### config.mk
export PLATFORM = sky130hd
export DESIGN_NAME = fqt_ctrl
export DESIGN_NICKNAME = d
export VERILOG_FILES = /design/src/hdl/fqt_pkg.sv /design/src/hdl/fqt_ctrl.sv
export SDC_FILE = /design/constraint.sdc
export NUM_CORES = 1
export LEC_CHECK = 0
export BUFFER_PORTS_ARGS = -buffer_cell sky130_fd_sc_hd__buf_2
export CORE_MARGIN = 5
export CORE_UTILIZATION = 25
export CTS_CLUSTER_DIAMETER = 100
export CTS_CLUSTER_SIZE = 12
export DETAILED_ROUTE_END_ITERATION = 16
export MAX_ROUTING_LAYER = met4
export SLEW_MARGIN = 30
export SYNTH_ARGS = -nofsm -noshare
export SYNTH_HDL_FRONTEND = slang
export SYNTH_SLANG_ARGS = --single-unit
### constraint.sdc
create_clock -name clk -period 4.4 [get_ports clk]
set_input_delay 1.32 -clock clk [delete_from_list [all_inputs] [get_ports clk]]
set_output_delay 1.32 -clock clk [all_outputs]
set_load 0.02 [all_outputs]
### src/hdl/fqt_pkg.sv
// Shared types, constants and helpers for the frame quarter-turn rotator.
package fqt_pkg;

	// Frame store geometry
	localparam int MAX_WIDTH   = 256;
	localparam int MAX_HEIGHT  = 256;
	localparam int MAX_DIM     = (MAX_WIDTH > MAX_HEIGHT) ? MAX_WIDTH : MAX_HEIGHT;
	localparam int STORE_DEPTH = MAX_WIDTH * MAX_HEIGHT;

	localparam int COL_W  = (MAX_WIDTH > 1) ? $clog2(MAX_WIDTH) : 1;
	localparam int ROW_W  = (MAX_HEIGHT > 1) ? $clog2(MAX_HEIGHT) : 1;
	localparam int OCNT_W = (MAX_DIM > 1) ? $clog2(MAX_DIM) : 1;
	localparam int DIM_W  = $clog2(MAX_DIM + 1);
	localparam int ADDR_W = (STORE_DEPTH > 1) ? $clog2(STORE_DEPTH) : 1;

	// Configuration port
	localparam int SIZE_REG_W = 9;
	localparam int CFG_DATA_W = SIZE_REG_W;
	localparam int CFG_IDX_W  = 2;

	localparam logic [CFG_IDX_W-1:0] REG_FRAME_WIDTH   = 2'd0;
	localparam logic [CFG_IDX_W-1:0] REG_FRAME_HEIGHT  = 2'd1;
	localparam logic [CFG_IDX_W-1:0] REG_QUARTER_TURNS = 2'd2;

	localparam logic [SIZE_REG_W-1:0] SIZE_RESET = 9'd256;

	// Request and status codes
	localparam logic REQ_LOAD       = 1'b0;
	localparam logic REQ_FETCH      = 1'b1;
	localparam logic ST_OK          = 1'b0;
	localparam logic ST_NOT_READY   = 1'b1;

	// Clockwise rotation codes
	localparam logic [1:0] TURN_0   = 2'd0;
	localparam logic [1:0] TURN_90  = 2'd1;
	localparam logic [1:0] TURN_180 = 2'd2;
	localparam logic [1:0] TURN_270 = 2'd3;

	localparam int PIXEL_W = 24;

	typedef struct packed {
		logic       req_type;
		logic [7:0] in_red;
		logic [7:0] in_green;
		logic [7:0] in_blue;
	} fqt_req_t;

	typedef struct packed {
		logic [7:0] out_red;
		logic [7:0] out_green;
		logic [7:0] out_blue;
		logic       row_end;
		logic       frame_end;
		logic       status;
	} fqt_rsp_t;

	// Store access and result flags for the request on the input port
	typedef struct packed {
		logic               we;
		logic               re;
		logic [ADDR_W-1:0]  addr;
		logic [PIXEL_W-1:0] wdata;
		logic               row_end;
		logic               frame_end;
		logic               not_ready;
	} fqt_access_t;

	// Size register to effective size: zero acts as one, above max acts as max
	function automatic logic [DIM_W-1:0] clamp_size(input logic [SIZE_REG_W-1:0] v,
			input int maxv);
		logic [31:0] vx;
		begin
			vx = 32'(v);
			if (vx == 32'd0)
				return DIM_W'(1);
			else if (vx > 32'(maxv))
				return DIM_W'(maxv);
			else
				return DIM_W'(vx);
		end
	endfunction

	function automatic logic [ADDR_W-1:0] store_addr(input logic [ROW_W-1:0] row,
			input logic [COL_W-1:0] col);
		return ADDR_W'(ADDR_W'(row) * ADDR_W'(MAX_WIDTH)) + ADDR_W'(col);
	endfunction

endpackage

### src/hdl/fqt_ctrl.sv
// Config registers, load/output counters and store address generation.
module fqt_ctrl (
	input  logic                           clk,
	input  logic                           arst_n,
	input  logic                           cfg_we,
	input  logic [fqt_pkg::CFG_IDX_W-1:0]  cfg_index,
	input  logic [fqt_pkg::CFG_DATA_W-1:0] cfg_data,
	input  logic                           take,
	input  fqt_pkg::fqt_req_t              req,
	output fqt_pkg::fqt_access_t           acc
);
	import fqt_pkg::*;

	logic [SIZE_REG_W-1:0] width_q, height_q;
	logic [1:0]            turns_q;
	logic [COL_W-1:0]      load_col_q;
	logic [ROW_W-1:0]      load_row_q;
	logic                  full_q;
	logic [OCNT_W-1:0]     out_row_q, out_col_q;

	logic [DIM_W-1:0] w, h, ow, oh, r, c, sr_x, sc_x;
	logic             ld_last_col, ld_last_row, rend, fend;
	logic             is_fetch;

	assign w  = clamp_size(width_q, MAX_WIDTH);
	assign h  = clamp_size(height_q, MAX_HEIGHT);
	assign ow = turns_q[0] ? h : w;
	assign oh = turns_q[0] ? w : h;
	assign r  = DIM_W'(out_row_q);
	assign c  = DIM_W'(out_col_q);

	assign ld_last_col = (DIM_W'(load_col_q) + DIM_W'(1)) >= w;
	assign ld_last_row = (DIM_W'(load_row_q) + DIM_W'(1)) >= h;
	assign rend        = (c + DIM_W'(1)) >= ow;
	assign fend        = rend && ((r + DIM_W'(1)) >= oh);
	assign is_fetch    = (req.req_type == REQ_FETCH);

	// source pixel of the current output position
	always_comb begin
		case (turns_q)
			TURN_0: begin
				sr_x = r;
				sc_x = c;
			end
			TURN_90: begin
				sr_x = h - DIM_W'(1) - c;
				sc_x = r;
			end
			TURN_180: begin
				sr_x = h - DIM_W'(1) - r;
				sc_x = w - DIM_W'(1) - c;
			end
			default: begin
				sr_x = c;
				sc_x = w - DIM_W'(1) - r;
			end
		endcase
	end

	always_comb begin
		acc.we        = take && !is_fetch && !full_q;
		acc.re        = take && is_fetch && full_q;
		acc.addr      = is_fetch ? store_addr(sr_x[ROW_W-1:0], sc_x[COL_W-1:0])
		                         : store_addr(load_row_q, load_col_q);
		acc.wdata     = {req.in_red, req.in_green, req.in_blue};
		acc.row_end   = full_q && rend;
		acc.frame_end = full_q && fend;
		acc.not_ready = !full_q;
	end

	always_ff @(posedge clk or negedge arst_n) begin
		if (!arst_n) begin
			width_q    <= SIZE_RESET;
			height_q   <= SIZE_RESET;
			turns_q    <= TURN_0;
			load_col_q <= '0;
			load_row_q <= '0;
			full_q     <= 1'b0;
			out_row_q  <= '0;
			out_col_q  <= '0;
		end else if (cfg_we) begin
			case (cfg_index)
				REG_FRAME_WIDTH, REG_FRAME_HEIGHT: begin
					if (cfg_index == REG_FRAME_WIDTH)
						width_q <= cfg_data[SIZE_REG_W-1:0];
					else
						height_q <= cfg_data[SIZE_REG_W-1:0];
					load_col_q <= '0;
					load_row_q <= '0;
					full_q     <= 1'b0;
					out_row_q  <= '0;
					out_col_q  <= '0;
				end
				REG_QUARTER_TURNS: begin
					turns_q   <= cfg_data[1:0];
					out_row_q <= '0;
					out_col_q <= '0;
				end
				default: ;
			endcase
		end else if (acc.we) begin
			if (ld_last_col) begin
				load_col_q <= '0;
				if (ld_last_row) begin
					load_row_q <= '0;
					full_q     <= 1'b1;
				end else begin
					load_row_q <= load_row_q + ROW_W'(1);
				end
			end else begin
				load_col_q <= load_col_q + COL_W'(1);
			end
		end else if (acc.re) begin
			if (fend) begin
				// frame delivered: store free for the next load
				full_q    <= 1'b0;
				out_row_q <= '0;
				out_col_q <= '0;
			end else if (rend) begin
				out_col_q <= '0;
				out_row_q <= out_row_q + OCNT_W'(1);
			end else begin
				out_col_q <= out_col_q + OCNT_W'(1);
			end
		end
	end

endmodule

==> run summary, run 1 <==
Area of the mapped netlist -> 5420 um^2
Cts hold-fix bufs -> 0
Most instantiated flip-flop cell in the synthesis netlist -> sky130_fd_sc_hd__dfrtp_1
Number of core rows -> 53
Pwr Total -> 2.51 mW
DR DRC count -> 0
Data required time of the critical path -> 3080 ps
Number of top-level design ports -> 85
Cells after DPL -> 952
Global route total overflow -> 0
Top fanout value on the critical path -> 2
Clock Skew -> 10.5 ps
Iteration-0 DRC count of the detailed router -> 339
Worst Reg2Reg Path Length in Cells -> 16
Worst setup path category -> register to output pin
Post-synth net total -> 741
Growth of design area from synthesis to finish -> 24.0%
Share of layout cells above drive strength 1 -> 0.292
TritonCTS Buffers -> 5
Number of max-cap violations -> 0
Crit Reg-Reg Endpoint -> out_row_q[3]$_DFFE_PN0P_
Number of standard cells after synthesis -> 639
Area of the core -> 21200 um^2
Worst Slack Setup Final -> -260 ps
Delay contributed by the slowest stage of the critical path -> 550 ps
WP data arrival -> 3340 ps
Vias in the first global route -> 4901
ANT nets after route -> 0
Failing checks -> setup timing
Sequential group share of total power -> 0.232
Maximum clock rate -> 215 MHz
Critical Path, Cell by Cell -> or4_4, nor4_4, nor2_1, nor2_2, inv_2, ha_4, xor2_1, ha_1, nor2b_4, o21ai_2, a21boi_2, o21ai_2, or4_1, nand3_2, buf_4
Status -> finished, violations left
Kind of capture point of the worst setup path -> output pin
Internal power summed over all cells -> 1.49 mW
Proportion of synthesized flip-flops having asynchronous set or reset -> 1.00
Transition time at the pin with the least slew margin -> 797 ps
Clk root buf -> sky130_fd_sc_hd__clkbuf_16
Number of synthesized flops with an enable pin -> 0
First-pass GRT wire length -> 27400 um
Hold crit path type -> register to register
Routed length per placed instance -> 18.2 um
Period Utilization, post-route -> 1.06
Die outline area -> 24700 um^2
Starting Density -> 0.256
Die width -> 157 um
Max Buffers Root-to-Sink -> 2
Avg Vias per Cell -> 5.21
Headroom to the max-slew limit -> 0.466
GRT Overall Usage -> 0.146
Final non-filler cell total -> 973
Clock H-tree levels -> 2
Capturing instance or port of the critical path -> acc[33]
TritonRoute pass-1 iters -> 5
Clock sink count -> 53
Total non-filler cell area in the finished layout -> 6720 um^2
Startpoint of the worst register-to-register path -> out_col_q[0]$_DFFE_PN0P_
Chip Height -> 157 um
Total power per unit cell area -> 374 nW/um^2
Kind of start point of the critical path -> register
Number of synthesized register bits -> 53
Number of vias in the routed layout -> 5072
Clock input transition at the sequential cells of the worst setup and hold paths -> 70 ps
Leakage power -> 3.02 nW
Total count of max-transition violations in the final report -> 0
Global placer's final weighted congestion -> 0.915
Critical path's slowest cell -> sky130_fd_sc_hd__or4_4
Shortest period the worst path allows -> 4660 ps
Portion of total power attributed to the clock network -> 0.186
Net count of the finished layout -> 797
Start point of the critical path -> width_q[1]$_DFFE_PN0P_
Total wire length after detailed routing -> 17700 um
Number of distinct library cells after synthesis -> 56
Hold violation total from the final report -> 0
CTS tree -> yes
Combinational Power Share -> 0.582
Number of synthesis warnings -> 0
Initial antenna violation count -> 2
Net switching power -> 1.02 mW
Latest clock arrival within the worst-skew pair -> 310 ps
Switching Fraction -> 0.407
Highest ir drop seen on vdd -> 0.156 mV
Register area share after synthesis -> 0.245
Post-Syn Area per Cell -> 8.48 um^2
DP Area -> 6110 um^2
Library cell appearing most often on the critical path -> sky130_fd_sc_hd__o21ai_2
Setup repair after global routing missed its margin -> yes
Reg-to-reg slack, setup -> 690 ps
Number of input and output port buffers inserted -> 36
Detailed Place HPWL -> 14000 um
Endpoints failing setup -> 10
Sum of negative setup slack -> -1380 ps
Maximum number of pins on one net before global-route repair -> 36
==> critical path: cells and delay by family, from the launching register on <==
| family | cells | cell delay, ps |
|---|---|---|
| DFF | 1 | 380 |
| AOI/OAI and AO/OA | 3 | 310 |
| adders and majority gates | 2 | 460 |
| xor gates and xnor gates | 1 | 150 |
| buffers and inverters | 2 | 200 |
| and+or+nand+nor | 7 | 1520 |
==> power by group through the flow <==
| stage | registers (mW) | logic (mW) | clock network (mW) |
|---|---|---|---|
| 2_1_floorplan | 0.583 | 0.814 | 0 |
| 3_3_place_gp | 0.585 | 1.19 | 0 |
| 3_5_place_dp | 0.586 | 1.20 | 0 |
| 4_1_cts | 0.581 | 1.37 | 0.475 |
| 5_1_grt | 0.590 | 1.59 | 0.493 |
| 6_report | 0.583 | 1.46 | 0.466 |
==> flip-flops by register name, summed over array words and instances, names as in the netlist <==
signal and count:
load_col_q 8, full_q 1, load_row_q 8, height_q 9, out_row_q 8, out_col_q 8
turns_q 2, width_q 9
==> cells in the mapped netlist, drive strengths merged, types with 11 or more instances <==
cell type / n / area (um^2)
nor2: 51 / 191
dfrtp: 51 / 1280
a21oi: 18 / 93.8
nand3: 24 / 120
nor3: 14 / 85.1
a31oi: 17 / 106
clkbuf: 27 / 101
xor2: 12 / 105
ha: 60 / 751
xnor2: 25 / 219
o21ai: 32 / 160
mux2i: 17 / 170
or3: 13 / 81.3
buf: 29 / 200
a32o: 11 / 110
inv: 29 / 109
a21o: 15 / 113
nand2: 49 / 184
and3: 14 / 87.6
mux2: 24 / 270
==> worst min-delay path by stage <==
stage	start	to	cells past startpoint
floorplan	width_q[1]$_DFFE_PN0P_	width_q[1]$_DFFE_PN0P_	1
global placement	height_q[0]$_DFFE_PN0P_	height_q[0]$_DFFE_PN0P_	1
detailed placement	height_q[0]$_DFFE_PN0P_	height_q[0]$_DFFE_PN0P_	1
CTS	height_q[0]$_DFFE_PN0P_	height_q[0]$_DFFE_PN0P_	1
global route	load_row_q[4]$_DFFE_PN0P_	load_row_q[4]$_DFFE_PN0P_	1
finish	load_row_q[4]$_DFFE_PN0P_	load_row_q[4]$_DFFE_PN0P_	1
==> layout make-up <==
cell class | instances | area [um^2]
Antenna cell | 2 | 5.00
Multi-Input combinational cell | 499 | 4000
Inverter | 31 | 116
Clock inverter | 2 | 38.8
Tap cell | 275 | 344
Fill cell | 2215 | 14400
Sequential cell | 53 | 1330
Clock buffer | 6 | 129
Timing Repair Buffer | 105 | 756
==> per-layer routing <==
metal	global-route usage	vias to the layer above	share of wire
met1	0.199	2466	0.47
met4	0.0512	0	0.026
li1	-	2422	-
met5	-	-	0
met3	0.0272	31	0.060
met2	0.217	153	0.45
==> timing repair <==
item / CTS / global route
resized for setup: 62 / 26
buffers inserted: 9 / 2
pin swaps: 31 / 25
endpoints found under the setup margin: 16 / 16
==> kinds of logic after synthesis <==
family          count (synthesis)  share of synthesized area
flops                          53                      0.245
xor+xnor                       37                     0.0598
fa+ha+maj                      62                      0.146
compound gates                156                      0.202
simple gates                  203                      0.188
buf+inv                        87                     0.0771
mux                            41                     0.0813
==> through the flow <==
stage	hold WS (ps)	utilization	setup WS, ps
floorplan	496	-	-50.1
global placement	527	0.289	-236
detailed placement	528	0.289	-223
CTS	553	0.311	-248
global route	575	0.318	-426
finish	559	0.318	-260
==> placed cells by master, fill, tap and decap left out, types with 5 or more instances in the layout <==
master,count
sky130_fd_sc_hd__mux2_2,23
sky130_fd_sc_hd__nor3_2,5
sky130_fd_sc_hd__clkbuf_16,5
sky130_fd_sc_hd__buf_6,6
sky130_fd_sc_hd__xnor2_1,23
sky130_fd_sc_hd__and3_1,12
sky130_fd_sc_hd__a21o_1,15
sky130_fd_sc_hd__buf_4,77
sky130_fd_sc_hd__ha_1,52
sky130_fd_sc_hd__nor2b_1,5
sky130_fd_sc_hd__dfrtp_1,51
sky130_fd_sc_hd__a211oi_1,7
sky130_fd_sc_hd__o2bb2ai_1,7
sky130_fd_sc_hd__xor2_1,12
sky130_fd_sc_hd__nor3_1,9
sky130_fd_sc_hd__a32o_1,11
sky130_fd_sc_hd__buf_2,22
sky130_fd_sc_hd__mux2i_1,17
sky130_fd_sc_hd__nand2_1,48
sky130_fd_sc_hd__o21ai_0,23
sky130_fd_sc_hd__inv_1,26
sky130_fd_sc_hd__a22o_1,5
sky130_fd_sc_hd__o21ai_1,5
sky130_fd_sc_hd__a22oi_1,7
sky130_fd_sc_hd__ha_4,5
sky130_fd_sc_hd__or3_1,11
sky130_fd_sc_hd__a31oi_1,15
sky130_fd_sc_hd__nand3_1,21
sky130_fd_sc_hd__nor2_1,47
sky130_fd_sc_hd__a21oi_1,14
sky130_fd_sc_hd__nand2b_1,9
Note: power is estimated with default switching activity, not from simulation.
==> run 2, diff against run 1 <==
GPL_TIMING_DRIVEN = 0   (was default)
==> run 2 against run 1 <==
The run still ends with setup timing left. Register-to-register slack got worse by 470 ps. Sequential share of layout area fell by 0.68 points. Cell count rose by 4.4%. Sequential power rose by 4.3%. Non-clock buffer count rose by 45. First-iteration DRC count rose by 13%. Combinational power rose by 3%. Critical path type unchanged. Critical endpoint is now acc[34].
==> run summary, run 2 (same netlist as run 1, synthesis figures left out) <==
Number of max-cap violations -> 0 (unchanged)
Clk root buf -> sky130_fd_sc_hd__clkbuf_16 (unchanged)
Max Buffers Root-to-Sink -> 2 (unchanged)
Portion of total power attributed to the clock network -> 0.183 (was 0.186)
Critical path's slowest cell -> sky130_fd_sc_hd__or4_4 (unchanged)
Switching Fraction -> 0.421 (was 0.407)
Sequential group share of total power -> 0.234 (was 0.232)
Antenna Cells -> 0 (was 2)
Transition time at the pin with the least slew margin -> 925 ps (was 797 ps)
Total wire length after detailed routing -> 18300 um (was 17700 um)
Total count of max-transition violations in the final report -> 0 (unchanged)
TritonRoute pass-1 iters -> 5 (unchanged)
Global route total overflow -> 0 (unchanged)
Cell family with most CP delay -> simple AND/OR/NAND/NOR gates (unchanged)
Final non-filler cell total -> 1016 (was 973)
Delay contributed by the slowest stage of the critical path -> 520 ps (was 550 ps)
Data required time of the critical path -> 3080 ps (about the same)
Buffers and inverters on the worst path -> 4 (was 2)
Clock input transition at the sequential cells of the worst setup and hold paths -> 70 ps (about the same)
Worst setup path category -> register to output pin (unchanged)
Total power per unit cell area -> 370 nW/um^2 (was 374 nW/um^2)
Worst Slack Setup Final -> -464 ps (was -260 ps)
TritonCTS Buffers -> 5 (unchanged)
Chip Height -> 157 um (unchanged)
Failing checks -> setup timing (unchanged)
Most common cell after layout, fill and taps aside -> sky130_fd_sc_hd__buf_4 (unchanged)
Cells after DPL -> 974 (was 952)
Maximum number of pins on one net before global-route repair -> 54 (was 36)
Leakage power -> 3.15 nW (was 3.02 nW)
Avg Vias per Cell -> 5.25 (was 5.21)
Maximum clock rate -> 206 MHz (was 215 MHz)
Highest ir drop seen on vdd -> 0.193 mV (was 0.156 mV)
Number of vias in the routed layout -> 5335 (was 5072)
Global placer's final weighted congestion -> 0.925 (was 0.915)
Clock sink count -> 53 (unchanged)
Period Utilization, post-route -> 1.11 (was 1.06)
Sum of negative setup slack -> -3240 ps (was -1380 ps)
CTS tree -> yes (unchanged)
Starting Density -> 0.256 (unchanged)
First-pass GRT wire length -> 27600 um (was 27400 um)
Share of layout cells above drive strength 1 -> 0.324 (was 0.292)
Number of input and output port buffers inserted -> 60 (was 36)
Net count of the finished layout -> 842 (was 797)
Initial antenna violation count -> 0 (was 2)
Die outline area -> 24700 um^2 (unchanged)
Endpoints failing setup -> 12 (was 10)
Iteration-0 DRC count of the detailed router -> 384 (was 339)
Busiest layer in global routing -> met2 (unchanged)
ANT nets after route -> 0 (unchanged)
Most frequent cells in the layout -> sky130_fd_sc_hd__buf_4, sky130_fd_sc_hd__ha_1, sky130_fd_sc_hd__buf_2 (was sky130_fd_sc_hd__buf_4, sky130_fd_sc_hd__ha_1, sky130_fd_sc_hd__dfrtp_1)
Internal power summed over all cells -> 1.50 mW (was 1.49 mW)
Top fanout value on the critical path -> 4 (was 2)
Number of top-level design ports -> 85 (unchanged)
Setup repair after global routing missed its margin -> yes (unchanged)
Clock H-tree levels -> 2 (unchanged)
Vias in the first global route -> 4906 (was 4901)
Met1 capacity usage during global routing -> 0.199 (about the same)
Combinational Power Share -> 0.582 (about the same)
Hold violation total from the final report -> 0 (unchanged)
Fill cell total of the finished layout -> 2176 (was 2215)
Biggest regs -> height_q x9, width_q x9 (unchanged)
WP data arrival -> 3540 ps (was 3340 ps)
Kind of capture point of the worst setup path -> output pin (unchanged)
Shortest period the worst path allows -> 4860 ps (was 4660 ps)
Library cell appearing most often on the critical path -> sky130_fd_sc_hd__buf_4 (was sky130_fd_sc_hd__o21ai_2)
Met3 track utilization from global routing -> 0.0324 (was 0.0272)
GRT Overall Usage -> 0.147 (was 0.146)
Net switching power -> 1.09 mW (was 1.02 mW)
Critical Path, Cell by Cell -> or4_4, nor4_4, nor2_2, nor2_4, inv_2, ha_4, xor2_1, ha_1, buf_4, buf_6, o2111ai_4, nand3_1, o211ai_1, xnor2_1, a21oi_1, buf_4 (was or4_4, nor4_4, nor2_1, nor2_2, inv_2, ha_4, xor2_1, ha_1, nor2b_4, o21ai_2, a21boi_2, o21ai_2, or4_1, nand3_2, buf_4)
Status -> finished, violations left (unchanged)
Kind of start point of the critical path -> register (unchanged)
Area of the core -> 21200 um^2 (unchanged)
Number of core rows -> 53 (unchanged)
Die width -> 157 um (unchanged)
Latest clock arrival within the worst-skew pair -> 310 ps (about the same)
DR DRC count -> 0 (unchanged)
Headroom to the max-slew limit -> 0.380 (was 0.466)
Routed length per placed instance -> 18.0 um (was 18.2 um)
Clock Skew -> 8.03 ps (was 10.5 ps)
Hold crit path type -> register to register (unchanged)
Met2 layer usage reported by global route -> 0.220 (was 0.217)
Detailed Place HPWL -> 13600 um (was 14000 um)
Growth of design area from synthesis to finish -> 29.3% (was 24.0%)
==> run 2: what timing repair did <==
action                                  CTS  global route
hold buffers                              0             0
gates resized for setup                  80            39
setup buffers                            35             8
pin swaps                                33            30
endpoints found under the setup margin   16            25
==> run 2: cell type report <==
class,count,area [um^2],share of cell area
plain buffers,51,307,0.0437
multi-input cells,499,4070,0.580
flip-flops and latches,53,1340,0.191
clock inverters,3,43.8,0.00625
clock buffers,5,125,0.0179
repair buffers,99,667,0.0952
inverters,31,119,0.0170
well taps,275,344,0.0491
==> run 2: per-stage QoR <==
stage          worst slack [ps]  hold WS, ps  utilization  instance area [um^2]  total power, mW
2_1_floorplan             -50.1          496            -                  5460             1.40
3_3_place_gp               -620          517        0.288                  6100             1.70
3_5_place_dp               -602          527        0.289                  6100             1.71
4_1_cts                    -347          567        0.321                  6790             2.45
5_1_grt                    -556          577        0.331                  7010             2.74
6_report                   -464          555        0.331                  7010             2.60
==> run 2: metal layers <==
metal	wire length, um	part of all wire
met1	8400	0.46
met2	8100	0.44
met3	1290	0.071
met4	499	0.027
met5	0	0
==> run 2: path summary, 6_finish.rpt <==
check | start | endpoint | slack, ps | cells after the start
worst min-delay path | width_q[2]$_DFFE_PN0P_ | width_q[2]$_DFFE_PN0P_ | 560 | 1
worst max-delay path | width_q[3]$_DFFE_PN0P_ | acc[34] | -460 | 16
worst max register to register | width_q[3]$_DFFE_PN0P_ | out_row_q[4]$_DFFE_PN0P_ | 220 | 24
worst min register to register | width_q[2]$_DFFE_PN0P_ | width_q[2]$_DFFE_PN0P_ | 560 | 1
max in group asynchronous | arst_n | height_q[3]$_DFFE_PN0P_ | 2810 | 1
min in group asynchronous | arst_n | load_row_q[1]$_DFFE_PN0P_ | 1070 | 1
==> run 2: power by group through the flow <==
stage / combinational (mW) / clock, mW / sequential [mW]
global route: 1.63 / 0.501 / 0.614
detailed placement: 1.10 / 0 / 0.608
floorplan: 0.814 / 0 / 0.583
global placement: 1.09 / 0 / 0.606
CTS: 1.36 / 0.485 / 0.603
finish: 1.51 / 0.476 / 0.608
==> run 3, diff against run 2 <==
CAP_MARGIN = 20   (was default)
clock period = 3.9 ns   (was 4.4 ns; I/O delays follow)
==> run 3 against run 2 <==
The run still ends with setup timing left. Register-to-register slack improved by 50 ps. Final area rose by 3.7%. First-iteration DRC count rose by 13%. Largest cell class unchanged. Largest power group unchanged.
==> run summary, run 3 (same netlist as run 1, synthesis figures left out) <==
Leakage power -> 3.21 nW (was 3.15 nW)
Status -> finished, violations left (unchanged)
Chip Height -> 157 um (unchanged)
TritonRoute pass-1 iters -> 5 (unchanged)
Global route total overflow -> 0 (unchanged)
Highest ir drop seen on vdd -> 0.192 mV (was 0.193 mV)
Clock sink count -> 53 (unchanged)
Worst Reg2Reg Path Length in Cells -> 16 (was 24)
Hold violation total from the final report -> 0 (unchanged)
Start point of the critical path -> width_q[4]$_DFFE_PN0P_ (was width_q[3]$_DFFE_PN0P_)
Capturing instance or port of the critical path -> acc[33] (was acc[34])
Cts hold-fix bufs -> 0 (unchanged)
Crit Reg-Reg Endpoint -> load_row_q[6]$_DFFE_PN0P_ (was out_row_q[4]$_DFFE_PN0P_)
Failing checks -> setup timing (unchanged)
CTS tree -> yes (unchanged)
Number of top-level design ports -> 85 (unchanged)
Critical path's slowest cell -> sky130_fd_sc_hd__or4_4 (unchanged)
Detailed Place HPWL -> 13700 um (was 13600 um)
Number of vias in the routed layout -> 5353 (was 5335)
Routed length per placed instance -> 18.4 um (was 18.0 um)
Startpoint of the worst register-to-register path -> width_q[4]$_DFFE_PN0P_ (was width_q[3]$_DFFE_PN0P_)
Latest clock arrival within the worst-skew pair -> 310 ps (about the same)
Global placer's final weighted congestion -> 0.959 (was 0.925)
Max Buffers Root-to-Sink -> 2 (unchanged)
Clock Skew -> 8.64 ps (was 8.03 ps)
Total power per unit cell area -> 418 nW/um^2 (was 370 nW/um^2)
Maximum number of pins on one net before global-route repair -> 54 (unchanged)
Number of core rows -> 53 (unchanged)
GRT Overall Usage -> 0.153 (was 0.147)
Total wire length after detailed routing -> 18800 um (was 18300 um)
First-pass GRT wire length -> 28400 um (was 27600 um)
DR DRC count -> 0 (unchanged)
Transition time at the pin with the least slew margin -> 914 ps (was 925 ps)
WP data arrival -> 3540 ps (about the same)
Reg-to-reg slack, setup -> 270 ps (was 220 ps)
Starting Density -> 0.256 (unchanged)
Sum of negative setup slack -> -8950 ps (was -3240 ps)
Final non-filler cell total -> 1023 (was 1016)
Shortest period the worst path allows -> 4710 ps
Worst setup path category -> register to output pin (unchanged)
Number of input and output port buffers inserted -> 60 (unchanged)
Vias in the first global route -> 5037 (was 4906)
Top fanout value on the critical path -> 2 (was 4)
Headroom to the max-slew limit -> 0.387 (was 0.380)
Fill cell total of the finished layout -> 2163 (was 2176)
Kind of start point of the critical path -> register (unchanged)
Number of max-cap violations -> 0 (unchanged)
Endpoints failing setup -> 17 (was 12)
Setup repair after global routing missed its margin -> yes (unchanged)
Biggest regs -> height_q x9, width_q x9 (unchanged)
Antenna Cells -> 0 (unchanged)
Clock H-tree levels -> 2 (unchanged)
Total count of max-transition violations in the final report -> 0 (unchanged)
Iteration-0 DRC count of the detailed router -> 433 (was 384)
Most frequent cells in the layout -> sky130_fd_sc_hd__buf_4, sky130_fd_sc_hd__nand2_1, sky130_fd_sc_hd__nor2_1, sky130_fd_sc_hd__ha_1, sky130_fd_sc_hd__dfrtp_1 (was sky130_fd_sc_hd__buf_4, sky130_fd_sc_hd__ha_1, sky130_fd_sc_hd__buf_2)
Data required time of the critical path -> 2730 ps (was 3080 ps)
ANT nets after route -> 0 (unchanged)
Critical Path, Cell by Cell -> or4_4, nor4_2, nor2_1, nor2_4, inv_2, ha_4, xor2_4, ha_4, nor2b_4, o21ai_2, a21boi_2, o21ai_2, or4_1, nand3_2, buf_6 (was or4_4, nor4_4, nor2_2, nor2_4, inv_2, ha_4, xor2_1, ha_1, buf_4, buf_6, o2111ai_4, nand3_1, o211ai_1, xnor2_1, a21oi_1, buf_4)
Initial antenna violation count -> 0 (unchanged)
Clock input transition at the sequential cells of the worst setup and hold paths -> 70 ps (about the same)
Maximum clock rate -> 212 MHz
Growth of design area from synthesis to finish -> 34.1% (was 29.3%)
Share of layout cells above drive strength 1 -> 0.352 (was 0.324)
Net count of the finished layout -> 849 (was 842)
Worst hold-check slack -> 545 ps (was 555 ps)
Worst Slack Setup Final -> -810 ps (was -464 ps)
Most common cell after layout, fill and taps aside -> sky130_fd_sc_hd__buf_4 (unchanged)
Die outline area -> 24700 um^2 (unchanged)
Delay contributed by the slowest stage of the critical path -> 550 ps (was 520 ps)
TritonCTS Buffers -> 5 (unchanged)
Cells after DPL -> 974 (unchanged)
Pwr Total -> 3.04 mW (was 2.60 mW)
Area of the core -> 21200 um^2 (unchanged)
Die width -> 157 um (unchanged)
Clk root buf -> sky130_fd_sc_hd__clkbuf_16 (unchanged)
Kind of capture point of the worst setup path -> output pin (unchanged)
Hold crit path type -> register to register (unchanged)
Avg Vias per Cell -> 5.23 (was 5.25)
Period Utilization, post-route -> 1.21
[run 3: cell count changes in the layout (fill, tap and decap cells not counted), moves of 3 or more]
cell,before,now
sky130_fd_sc_hd__clkbuf_1,20,23
sky130_fd_sc_hd__buf_6,11,21
sky130_fd_sc_hd__ha_4,6,11
sky130_fd_sc_hd__buf_4,66,60
sky130_fd_sc_hd__ha_1,53,46
sky130_fd_sc_hd__buf_2,48,45
[run 3: layout make-up]
| cell class | count | area [um^2] | share of cell area |
|---|---|---|---|
| Buffer | 55 | 345 | 0.0475 |
| Clock buffer | 6 | 129 | 0.0177 |
| Clock inverter | 2 | 13.8 | 0.00189 |
| Inverter | 31 | 121 | 0.0167 |
| Multi-Input combinational cell | 499 | 4230 | 0.582 |
| Sequential cell | 53 | 1340 | 0.184 |
| Tap cell | 275 | 344 | 0.0474 |
| Timing Repair Buffer | 102 | 747 | 0.103 |
[run 3: repair_timing]
| action | 4_1_cts | 5_1_grt |
|---|---|---|
| buffers inserted | 35 | 10 |
| gates resized for setup | 91 | 32 |
| setup endpoints to repair | 18 | 18 |
| pin swaps | 49 | 39 |
[run 3: worst min-delay path by stage]
stage	start	to	slack, ps	cells after the start
after detailed placement	width_q[2]$_DFFE_PN0P_	width_q[2]$_DFFE_PN0P_	530	1
after CTS	width_q[2]$_DFFE_PN0P_	width_q[2]$_DFFE_PN0P_	540	1
after global routing	width_q[2]$_DFFE_PN0P_	width_q[2]$_DFFE_PN0P_	580	1
after global placement	width_q[2]$_DFFE_PN0P_	width_q[2]$_DFFE_PN0P_	520	1
after floorplan	width_q[1]$_DFFE_PN0P_	width_q[1]$_DFFE_PN0P_	500	1
final	width_q[2]$_DFFE_PN0P_	width_q[2]$_DFFE_PN0P_	540	1
[run 3: power by group]
part | total [mW] | switching [mW] | internal (mW) | leakage, nW
clock network | 0.468 | 0.227 | 0.241 | 0.0712
registers | 0.683 | 0.0798 | 0.603 | 0.688
logic | 1.89 | 0.991 | 0.897 | 2.45
total | 3.04 | 1.30 | 1.74 | 3.21
[run 3: metrics by stage]
| stage | area, um^2 | util | worst slack, ps |
|---|---|---|---|
| finish | 7270 | 0.343 | -810 |
| global route | 7270 | 0.343 | -916 |
| CTS | 7030 | 0.332 | -770 |
| detailed placement | 6290 | 0.297 | -884 |
| global placement | 6290 | 0.297 | -868 |
| floorplan | 5650 | - | -314 |
[run 3: worst max-delay path: cells and delay by family, from the launching register on]
| family | cells | cell delay, ps |
|---|---|---|
| and+or+nand+nor | 7 | 1600 |
| AOI/OAI and AO/OA | 3 | 360 |
| buffers and inverters | 2 | 190 |
| xor gates and xnor gates | 1 | 190 |
| adders and majority gates | 2 | 500 |
| DFF | 1 | 390 |
[run 3: layer usage]
metal / wire length (um) / up-vias / global-route usage
met5: 0 / - / -
met4: 556 / 0 / 0.0541
met3: 1330 / 39 / 0.0297
met2: 8570 / 214 / 0.231
met1: 8330 / 2565 / 0.204
li1: - / 2535 / -
